## config.mk

```make
export PLATFORM = sky130hd
export DESIGN_NAME = quoted_string_unescape_core
export DESIGN_NICKNAME = d
export VERILOG_FILES = /design/src/design/qsu_pkg.sv /design/src/design/qsu_decode.sv /design/src/design/quoted_string_unescape_core.sv
export SDC_FILE = /design/constraint.sdc
export NUM_CORES = 1
export LEC_CHECK = 0
export BUFFER_PORTS_ARGS = -buffer_cell sky130_fd_sc_hd__buf_2
export CAP_MARGIN = 20
export CORE_ASPECT_RATIO = 0.8
export CORE_MARGIN = 8
export CORE_UTILIZATION = 30
export DETAILED_ROUTE_END_ITERATION = 10
export PLACE_DENSITY_LB_ADDON = 0.1
export SETUP_SLACK_MARGIN = 0.15
export SKIP_LAST_GASP = 1
export SLEW_MARGIN = 20
export SYNTH_ARGS = -nofsm -noshare
export SYNTH_HDL_FRONTEND = slang
export SYNTH_SLANG_ARGS = --single-unit
```

## constraint.sdc

```tcl
create_clock -name clk -period 2.45 [get_ports clk]
set_input_delay 0.49 -clock clk [delete_from_list [all_inputs] [get_ports clk]]
set_output_delay 0.49 -clock clk [all_outputs]
set_load 0.02 [all_outputs]
```

## src/design/qsu_pkg.sv

```systemverilog
// qsu_pkg: types, character constants and lookup functions for the
// quoted string unescape block; no dependencies
`timescale 1ns / 1ps

package qsu_pkg;

    typedef enum logic [2:0] {
        MODE_IDLE = 3'd0,
        MODE_TEXT = 3'd1,
        MODE_ESC  = 3'd2,
        MODE_OCT  = 3'd3,
        MODE_HEX1 = 3'd4,
        MODE_HEX2 = 3'd5
    } mode_t;

    localparam logic [1:0] KIND_BYTE = 2'd0;
    localparam logic [1:0] KIND_END  = 2'd1;
    localparam logic [1:0] KIND_ERR  = 2'd2;

    localparam logic [7:0] CH_NUL    = 8'h00;
    localparam logic [7:0] CH_QUOTE  = 8'h22;
    localparam logic [7:0] CH_BSLASH = 8'h5c;
    localparam logic [7:0] CH_X      = 8'h78;
    localparam logic [7:0] OCT_MAX   = 8'hff;

    typedef struct packed {
        mode_t      mode;
        logic [7:0] oct_value;
        logic [1:0] oct_digits;
        logic [3:0] hex_hi;
    } dec_state_t;

    typedef struct packed {
        logic [1:0] kind;
        logic [7:0] data;
        logic       last;
    } result_t;

    // {hit, nibble}
    function automatic logic [4:0] hex_digit(input logic [7:0] c);
        logic [4:0] r;
        r = 5'd0;
        if (c >= "0" && c <= "9")
            r = {1'b1, 4'(c - 8'h30)};
        else if (c >= "a" && c <= "f")
            r = {1'b1, 4'(c - 8'h57)};
        else if (c >= "A" && c <= "F")
            r = {1'b1, 4'(c - 8'h37)};
        return r;
    endfunction

    // {hit, decoded byte}
    function automatic logic [8:0] simple_escape(input logic [7:0] c);
        logic [8:0] r;
        case (c)
            8'h27:   r = {1'b1, 8'h27};
            8'h22:   r = {1'b1, 8'h22};
            8'h3f:   r = {1'b1, 8'h3f};
            8'h5c:   r = {1'b1, 8'h5c};
            "a":     r = {1'b1, 8'h07};
            "b":     r = {1'b1, 8'h08};
            "f":     r = {1'b1, 8'h0c};
            "n":     r = {1'b1, 8'h0a};
            "r":     r = {1'b1, 8'h0d};
            "t":     r = {1'b1, 8'h09};
            "v":     r = {1'b1, 8'h0b};
            default: r = 9'd0;
        endcase
        return r;
    endfunction

endpackage

```

## src/design/qsu_decode.sv

```systemverilog
// qsu_decode: combinational decode of one character against the current
// literal state, giving the next state and up to two result words; uses qsu_pkg
`timescale 1ns / 1ps

module qsu_decode (
    input  logic [7:0]          char_in,
    input  logic                start_req,
    input  qsu_pkg::dec_state_t cur,
    output qsu_pkg::dec_state_t nxt,
    output logic [1:0]          num,
    output qsu_pkg::result_t    res0,
    output qsu_pkg::result_t    res1
);
    import qsu_pkg::*;

    logic        txt_emit;
    logic [1:0]  txt_kind;
    logic [7:0]  txt_data;
    mode_t       txt_mode;
    logic [4:0]  hex;
    logic [8:0]  esc;
    logic        is_oct;
    logic [10:0] oct_ext;
    logic [1:0]  oct_cnt;

    assign hex     = hex_digit(char_in);
    assign esc     = simple_escape(char_in);
    assign is_oct  = (char_in >= "0") && (char_in <= "7");
    assign oct_ext = {cur.oct_value, char_in[2:0]};
    assign oct_cnt = cur.oct_digits + 2'd1;

    // plain text handling, shared by text mode and the octal terminator
    always_comb
    begin
        txt_emit = 1'b1;
        txt_kind = KIND_BYTE;
        txt_data = char_in;
        txt_mode = MODE_TEXT;
        if (char_in == CH_NUL)
        begin
            txt_kind = KIND_ERR;
            txt_data = 8'd0;
            txt_mode = MODE_IDLE;
        end
        else if (char_in == CH_QUOTE)
        begin
            txt_kind = KIND_END;
            txt_data = 8'd0;
            txt_mode = MODE_IDLE;
        end
        else if (char_in == CH_BSLASH)
        begin
            txt_emit = 1'b0;
            txt_mode = MODE_ESC;
        end
    end

    always_comb
    begin
        nxt  = cur;
        num  = 2'd0;
        res0 = '0;
        res1 = '0;
        if (start_req)
        begin
            nxt.oct_value  = 8'd0;
            nxt.oct_digits = 2'd0;
            nxt.hex_hi     = 4'd0;
            if (char_in == CH_QUOTE)
                nxt.mode = MODE_TEXT;
            else
            begin
                nxt.mode  = MODE_IDLE;
                num       = 2'd1;
                res0.kind = KIND_ERR;
            end
        end
        else
        begin
            case (cur.mode)
                MODE_TEXT:
                begin
                    nxt.mode = txt_mode;
                    if (txt_emit)
                    begin
                        num       = 2'd1;
                        res0.kind = txt_kind;
                        res0.data = txt_data;
                    end
                end
                MODE_ESC:
                begin
                    if (is_oct)
                    begin
                        nxt.oct_value  = {5'd0, char_in[2:0]};
                        nxt.oct_digits = 2'd1;
                        nxt.mode       = MODE_OCT;
                    end
                    else if (char_in == CH_X)
                        nxt.mode = MODE_HEX1;
                    else if (esc[8])
                    begin
                        num       = 2'd1;
                        res0.kind = KIND_BYTE;
                        res0.data = esc[7:0];
                        nxt.mode  = MODE_TEXT;
                    end
                    else
                    begin
                        num       = 2'd1;
                        res0.kind = KIND_ERR;
                        nxt.mode  = MODE_IDLE;
                    end
                end
                MODE_OCT:
                begin
                    if (is_oct && oct_ext <= {3'd0, OCT_MAX})
                    begin
                        nxt.oct_value  = oct_ext[7:0];
                        nxt.oct_digits = oct_cnt;
                        if (oct_cnt == 2'd3)
                        begin
                            num            = 2'd1;
                            res0.kind      = KIND_BYTE;
                            res0.data      = oct_ext[7:0];
                            nxt.mode       = MODE_TEXT;
                            nxt.oct_value  = 8'd0;
                            nxt.oct_digits = 2'd0;
                        end
                    end
                    else
                    begin
                        // flush the octal byte, then treat the character as text
                        num            = 2'd1;
                        res0.kind      = KIND_BYTE;
                        res0.data      = cur.oct_value;
                        nxt.oct_value  = 8'd0;
                        nxt.oct_digits = 2'd0;
                        nxt.mode       = txt_mode;
                        if (txt_emit)
                        begin
                            num       = 2'd2;
                            res1.kind = txt_kind;
                            res1.data = txt_data;
                        end
                    end
                end
                MODE_HEX1, MODE_HEX2:
                begin
                    if (!hex[4])
                    begin
                        num       = 2'd1;
                        res0.kind = KIND_ERR;
                        nxt.mode  = MODE_IDLE;
                    end
                    else if (cur.mode == MODE_HEX1)
                    begin
                        nxt.hex_hi = hex[3:0];
                        nxt.mode   = MODE_HEX2;
                    end
                    else
                    begin
                        num       = 2'd1;
                        res0.kind = KIND_BYTE;
                        res0.data = {cur.hex_hi, hex[3:0]};
                        nxt.mode  = MODE_TEXT;
                    end
                end
                default:
                begin
                    nxt.mode  = MODE_IDLE;
                    num       = 2'd1;
                    res0.kind = KIND_ERR;
                end
            endcase
        end
        if (num == 2'd1)
            res0.last = 1'b1;
        if (num == 2'd2)
            res1.last = 1'b1;
    end

endmodule

```

## src/design/quoted_string_unescape_core.sv

```systemverilog
// quoted_string_unescape_core: top level, input register, literal state,
// two-word result register; uses qsu_pkg and qsu_decode
//
// Decodes a double-quoted C-style literal one character per word. A character
// is taken into an input register, decoded by a single pass of logic against
// the literal state, and its results (none, one or two) land in a two-slot
// result register that drains one word per cycle while res_ready is high.
// The block sustains one character per cycle while res_ready is high; a
// character that yields two results (an octal escape closed by any character
// other than a backslash) holds the result port for both words, so the input
// stalls until the first is taken. src_ready follows res_ready combinationally.
`timescale 1ns / 1ps

module quoted_string_unescape_core (
    input  logic       clk,
    input  logic       rst_n,
    input  logic       src_valid,
    output logic       src_ready,
    input  logic [7:0] char_in,
    input  logic       start_req,
    output logic       res_valid,
    input  logic       res_ready,
    output logic [1:0] kind,
    output logic [7:0] byte_out,
    output logic       last
);
    import qsu_pkg::*;

    logic       a_vld_reg, a_vld_next;
    logic [7:0] a_char_reg;
    logic       a_start_reg;
    logic [1:0] cnt_reg, cnt_next;
    result_t    slot0_reg, slot0_next;
    result_t    slot1_reg, slot1_next;
    dec_state_t state_reg, state_next;

    dec_state_t dec_nxt;
    logic [1:0] dec_num;
    result_t    dec_r0, dec_r1;
    logic       b_free, a_move, src_acc, res_acc;

    qsu_decode u_decode (
        .char_in   (a_char_reg),
        .start_req (a_start_reg),
        .cur       (state_reg),
        .nxt       (dec_nxt),
        .num       (dec_num),
        .res0      (dec_r0),
        .res1      (dec_r1)
    );

    assign res_acc   = res_valid && res_ready;
    assign b_free    = (cnt_reg == 2'd0) || ((cnt_reg == 2'd1) && res_ready);
    assign a_move    = a_vld_reg && b_free;
    assign src_ready = !a_vld_reg || b_free;
    assign src_acc   = src_valid && src_ready;

    always_comb
    begin
        a_vld_next = a_vld_reg;
        if (src_acc)
            a_vld_next = 1'b1;
        else if (a_move)
            a_vld_next = 1'b0;
    end

    always_comb
    begin
        cnt_next   = cnt_reg;
        slot0_next = slot0_reg;
        slot1_next = slot1_reg;
        state_next = state_reg;
        if (a_move)
        begin
            cnt_next   = dec_num;
            slot0_next = dec_r0;
            slot1_next = dec_r1;
            state_next = dec_nxt;
        end
        else if (res_acc)
        begin
            cnt_next   = cnt_reg - 2'd1;
            slot0_next = slot1_reg;
        end
    end

    always_ff @(posedge clk or negedge rst_n)
    begin
        if (!rst_n)
        begin
            a_vld_reg <= 1'b0;
            cnt_reg   <= 2'd0;
            state_reg <= '{mode: MODE_IDLE, oct_value: 8'd0, oct_digits: 2'd0, hex_hi: 4'd0};
        end
        else
        begin
            a_vld_reg <= a_vld_next;
            cnt_reg   <= cnt_next;
            state_reg <= state_next;
        end
    end

    always_ff @(posedge clk)
    begin
        if (src_acc)
        begin
            a_char_reg  <= char_in;
            a_start_reg <= start_req;
        end
        slot0_reg <= slot0_next;
        slot1_reg <= slot1_next;
    end

    assign res_valid = (cnt_reg != 2'd0);
    assign kind      = slot0_reg.kind;
    assign byte_out  = slot0_reg.data;
    assign last      = slot0_reg.last;

endmodule

```

### Yosys cells after proc, flatten, opt, wreduce, memory -nomap -nowiden

Cells that the tools add are included.

| cells by class | value |
|---|---|
| add/subtract/negate cells | 5 |
| reductions and logical operators | 26 |
| multiplexer cells | 63 |
| equality and inequality tests | 23 |
| $lt $le $gt $ge | 8 |
| bitwise gates (word level) | 1 |

Operator list:

| cell | number |
|---|---|
| 9-bit one-hot mux with 11 select lines | 1 |
| 8-bit by 7-bit equality test with 1-bit output, second input constant | 9 |
| 8-bit 2-to-1 mux | 8 |
| 10-bit 2-to-1 mux | 4 |
| 8-bit one-hot mux with 4 select lines | 1 |
| 13-bit 2-to-1 mux | 2 |
| 2-bit 2-to-1 mux | 13 |
| 8-bit by 6-bit equality test with 1-bit output, second input constant | 3 |
| 11-bit 2-to-1 mux | 2 |
| 10-bit one-hot mux with 2 select lines | 1 |
| 3-bit 2-to-1 mux | 6 |
| 17-bit 2-to-1 mux | 1 |
| 8-bit by 7-bit greater-or-equal comparator with 1-bit output, second input constant | 2 |
| 8-bit by 6-bit <= comparator with 1-bit output, second input constant | 2 |
| 8-bit by 7-bit <= comparator with 1-bit output, second input constant | 2 |
| 2-bit one-hot mux with 4 select lines | 2 |
| 1-bit 2-to-1 mux | 15 |
| 5-bit 2-to-1 mux | 3 |
| 4-bit 2-to-1 mux | 3 |
| 3-bit one-hot mux with 4 select lines | 1 |
| 2-bit nonzero test | 6 |
| 11-bit by 8-bit <= comparator with 1-bit output, second input constant | 1 |
| 1-bit logical AND | 9 |
| 8-bit by 6-bit greater-or-equal comparator with 1-bit output, second input constant | 1 |
| 22 further kinds | 28 |

| storage, ports and cells | value |
|---|---|
| register bits after elaboration | 51 |
| word-level logic and storage cells | 140 |
| input port bits | 13 |
| output and inout port bits | 13 |

### Depth between registers and ports, before layout

| logic depth | value |
|---|---|
| depth after elaboration | 11 |
| depth in mapped cells | 10 |
| mapped depth without buffers | 8 |

### Modules after synthesis

A second synthesis with hierarchy kept.

| second synthesis, totals | value |
|---|---|
| cells, all modules | 354 |
| area, all modules | 3413.3 µm² |

Modules (own cells, without submodules):

| module | times used | area an instance (µm²) | seq. area each (µm²) | cells each |
|---|---|---|---|---|
| quoted_string_unescape_core | 1 | 1916.8 | 1431.4 | 102 |
| qsu_decode | 1 | 1496.4 | 0.0 | 252 |

### Worst setup path before layout

No wires, ideal clock.

| timing | value |
|---|---|
| kind | reg-to-reg |
| from | register a_char_reg[0] |
| to | register slot0_reg (netlist bit last) (data pin) |
| required time | 2.184 ns |
| clock period less this slack | 2.256 ns |
| setup time | 0.266 ns |
| arrival time | 1.990 ns |
| path buffers | 2 |
| path slack | 0.194 ns |
| cell stages (with the launch flop) | 11 |
| cell sequence | edfxtp_1 > buf_4 > inv_1 > ha_1 > nand2_1 > nor3_1 > or4_1 > clkbuf_1 > o21ai_0 > a2111oi_2 > nor2_1 |

RTL lines:

| item | RTL line | text |
|---|---|---|
| start, declared | quoted_string_unescape_core.sv:30 | `logic [7:0] a_char_reg;` |
| start signal, assigned | quoted_string_unescape_core.sv:107 | `a_char_reg <= char_in;` |
| end signal, assigned | quoted_string_unescape_core.sv:110 | `slot0_reg <= slot0_next;` |
| end, declared | quoted_string_unescape_core.sv:33 | `result_t slot0_reg, slot0_next;` |

### Worst setup path in the final report

| timing | value |
|---|---|
| from | register a_char_reg[1] |
| to | register state_reg[0] (netlist name) |

| between the ends | value |
|---|---|
| word-level cells in the longest chain between the ends | 9 |
| elaborated cells between the ends (all ways) | 18 |
| classes of those cells | order compare: 6; mux: 7; reduce/logical: 5 |

RTL lines:

| item | RTL line | text |
|---|---|---|
| 8-bit by 7-bit greater-or-equal comparator with 1-bit output or 8-bit by 7-bit <= comparator with 1-bit output (tied branches) | qsu_pkg.sv:47 | `else if (c >= "A" && c <= "F")` |
| 1-bit logical AND | qsu_pkg.sv:47 |  |
| 5-bit 2-to-1 mux | qsu_pkg.sv:47 |  |
| 5-bit 2-to-1 mux | qsu_pkg.sv:45 | `else if (c >= "a" && c <= "f")` |
| 5-bit 2-to-1 mux (*) | qsu_pkg.sv:43 | `if (c >= "0" && c <= "9")` |
| 4-bit 2-to-1 mux | qsu_decode.sv:156 | `else if (cur.mode == MODE_HEX1)` |
| 4-bit 2-to-1 mux | qsu_decode.sv:150 | `if (!hex[4])` |
| 4-bit 2-to-1 mux | qsu_decode.sv:80 | `case (cur.mode)` |
| 17-bit 2-to-1 mux | qsu_decode.sv:64 | `if (start_req)` |
| end signal, assigned | quoted_string_unescape_core.sv:93 | `state_reg <= '{mode: MODE_IDLE, oct_value: 8'd0, oct_digits: 2'd0, hex_hi: 4'd0};` |
| end signal, assigned | quoted_string_unescape_core.sv:99 | `state_reg <= state_next;` |
| end, declared | quoted_string_unescape_core.sv:35 | `dec_state_t state_reg, state_next;` |

Mark *: on every way between the ends. The rest lies on a longest branch, timed or not. The select of a mux whose other input is x is not followed.
A chain may end at the register's enable or synchronous reset.

==> flow_summary.toml <==
[synth]
syn_area_sq_um = 3250
synth-edff-count = 31
ys.warnings.count = 0
synth_seq_cells = 51
ys_seq_area_share_pct = 44.1
syn-mean-instance-area_sq_um = 9.66
yosysUniqueCellTypes = 73
synthFlopType = "edfxtp_1"
synth_nets = 356
ys_async_sr_fraction_pct = 39.2
syn_inst = 336

[clock_network]
cts_root_buf = "clkbuf_16"
tritoncts = "done"
h-tree-depth = 2
insertion_delay_ns = 0.29
cts.clk_slew.worst_paths_ns = 0.07
clockBufferDepth = 2
cts_made_buffers = 5
hold_buffers = 0
clock-sinks = 51

[run_status]
status = "completed"

[layout]
fin_cells = 570
final_common_cell = "buf_4"
largest_register_ff_count = 17
diodes = 0
nFillCells = 1094
register_area_sq_um = 1430
stdcell_area_sq_um = 4440
final_cell_mix = "buf_4, nand2_1, edfxtp_1"
fin_util_pct = 41.4
multi_input_area_sq_um = 1880
areaGrowthSynthToFinish_pct = 36.7
drive_gt1_share_pct = 36.6
nets = 445

[critical_path]
reg2reg_slack_ns = 0.09
crit_top_cell = "buf_6"
worstSetupStartpoint = "a_char_reg[1]$_DFFE_PP_"
cp.buffers_inverters = 3
reg2reg_to = "state_reg[0]$_DFFE_PN0P_"
max_stage_delay_ns = 0.57
crit_path_top_delay_cell = "or4b_4"
path_class = "reg -> reg"
arrival_ns = 2.53
critPathLaunchType = "flop"
critical_path.top_delay_family = "simple AND/OR/NAND/NOR gates"
path_cells = "inv_2 -> buf_6 -> ha_4 -> or4b_4 -> o2111ai_4 -> o21ai_4 -> o211ai_4 -> buf_6 -> mux2i_1 -> o22ai_1"
critical_path_required_ns = 2.62
cp.depth = 10
end_kind = "flop"
reg2reg_depth = 10
crit_fanout = 6
rr_startpoint = "a_char_reg[1]$_DFFE_PP_"
endpoint = "state_reg[0]$_DFFE_PN0P_"

[drt]
num_vias = 3120
drtPass1Iterations = 5
routedWlPerCell_um = 20.1
drt_wl_total_um = 11400
drc = 0
viasPerCell = 5.47
antenna_left = 0
drt_iter0_drc = 294

[sta]
finalSetupViolCount = 0
slew_violations = 0
rsz0062_at_grt = "true"
min_period_over_period_pct = 96.2
fin_crit_ns = 2.36
fmax_ghz = 0.424
finalHoldViolations = 0
hold_slack_ns = 0.157
maxSlewHeadroom_pct = 65.5
fin_skew_ns = 0.00623
worstMarginPinSlew_ns = 0.516

[die]
dieArea_sq_um = 14400
coreArea_sq_um = 10700
die_x_um = 132
pin_count = 26
rows = 34
die_h_um = 109
initial_core_util_pct = 30.3

[min_path]
hp-class = "in -> async"

[power_and_ir_drop]
p_leak_nw = 1.75
vdd_drop_max_v = 0.000404
pwr_density_cell_nw_per_um2 = 897

[place]
gp_congestion = 0.941
place_hpwl_um = 9030
placed_cells = 553
dpl_cell_area_sq_um = 3960
portBuffers = 25

[grt]
grt_antenna_before_repair = 0
grt_pass1_wl_um = 17500
grt_pass1_vias = 3022
grt_max_degree = 21
grt_usage_pct = 15.7
gr-total-overflow = 0

[job]
cap_violations = 0
per-stage QoR:
step | power [mW] | setup slack (ns) | setup TNS, ns
global route | 4.20 | -0.00136 | -0.00136
floorplan | 2.34 | 0.194 | 0
CTS | 3.90 | 0.0623 | 0
global placement | 3.02 | -0.108 | -0.253
detailed placement | 2.99 | -0.0306 | -0.0397
finish | 3.98 | 0.0934 | 0
timing repair:
action                                  4_1_cts  5_1_grt
setup buffers                                 3        6
endpoints found under the setup margin       25       28
pin swaps                                     1       18
hold endpoints to repair                      0        0
resized for setup                            15       33
metal layers:
metal	vias to the layer above	routed length (um)	track usage (%)	share of wire, %
li1	1461	-	-	-
met1	1504	5480	22.3	48
met2	132	4840	23.8	42
met3	23	858	2.99	7.5
met4	0	258	4.93	2.3
met5	-	0	0	0
Yosys cell counts (6+ instances only):
| library cell | number | area (sq um) |
|---|---|---|
| ha_1 | 7 | 87.6 |
| a22o_1 | 8 | 70.1 |
| edfxtp_1 | 31 | 931 |
| nor2_1 | 26 | 97.6 |
| o21ai_0 | 13 | 65.1 |
| dfrtp_1 | 20 | 500 |
| inv_1 | 11 | 41.3 |
| buf_2 | 7 | 35.0 |
| nor3_1 | 14 | 70.1 |
| nand3_1 | 13 | 65.1 |
| nand2b_1 | 6 | 37.5 |
| a21oi_1 | 20 | 100 |
| a31oi_1 | 6 | 37.5 |
| nand2_1 | 37 | 139 |
| and2_1 | 7 | 43.8 |
| clkbuf_1 | 7 | 26.3 |
worst reg2reg max path: cells and delay by family (launching register included):
family	cells	cell delay, ns
flip-flops	1	0.43
AO/OA/AOI/OAI	4	0.55
adder cells (fa/ha/maj)	1	0.16
buffers and inverters	3	0.35
AND/OR/NAND/NOR	1	0.57
multiplexers	1	0.18
area by class of cell:
type                    instances  share of cell area (%)
clock inverters                 1                   0.677
well taps                     144                    4.06
clock buffers                   7                    3.47
repair buffers                100                    16.1
inverters                      12                    1.02
multi-input cells             255                    42.4
flip-flops and latches         51                    32.3
how the worst min path moves through the flow:
| stage | from | endpoint | slack (ns) | depth (start not counted) |
|---|---|---|---|---|
| 4_1_cts | rst_n | state_reg[14]$_DFFE_PN0P_ | 0.17 | 1 |
| 6_report | rst_n | state_reg[11]$_DFFE_PN0P_ | 0.16 | 1 |
| 3_5_place_dp | rst_n | state_reg[10]$_DFFE_PN0P_ | 0.49 | 1 |
| 3_3_place_gp | rst_n | state_reg[10]$_DFFE_PN0P_ | 0.49 | 1 |
| 2_1_floorplan | rst_n | a_vld_reg$_DFFE_PN0P_ | 0.19 | 0 |
| 5_1_grt | rst_n | state_reg[10]$_DFFE_PN0P_ | 0.19 | 1 |
report_power, final:
part           leakage (nW)  internal (mW)  switching, mW
combinational          1.11          0.655           1.06
clock                0.0893          0.545          0.311
sequential            0.557           1.24          0.167
cell families after synthesis:
family,count (synthesis),synth area share (%)
and+or+nand+nor,145,25.6
AOI/OAI and AO/OA,97,21.7
DFF,51,44.1
buffers and inverters,30,4.12
adders and majority gates,7,2.70
xor gates and xnor gates,3,0.810
muxes,3,1.00
(Power assumes the default switching activity.)
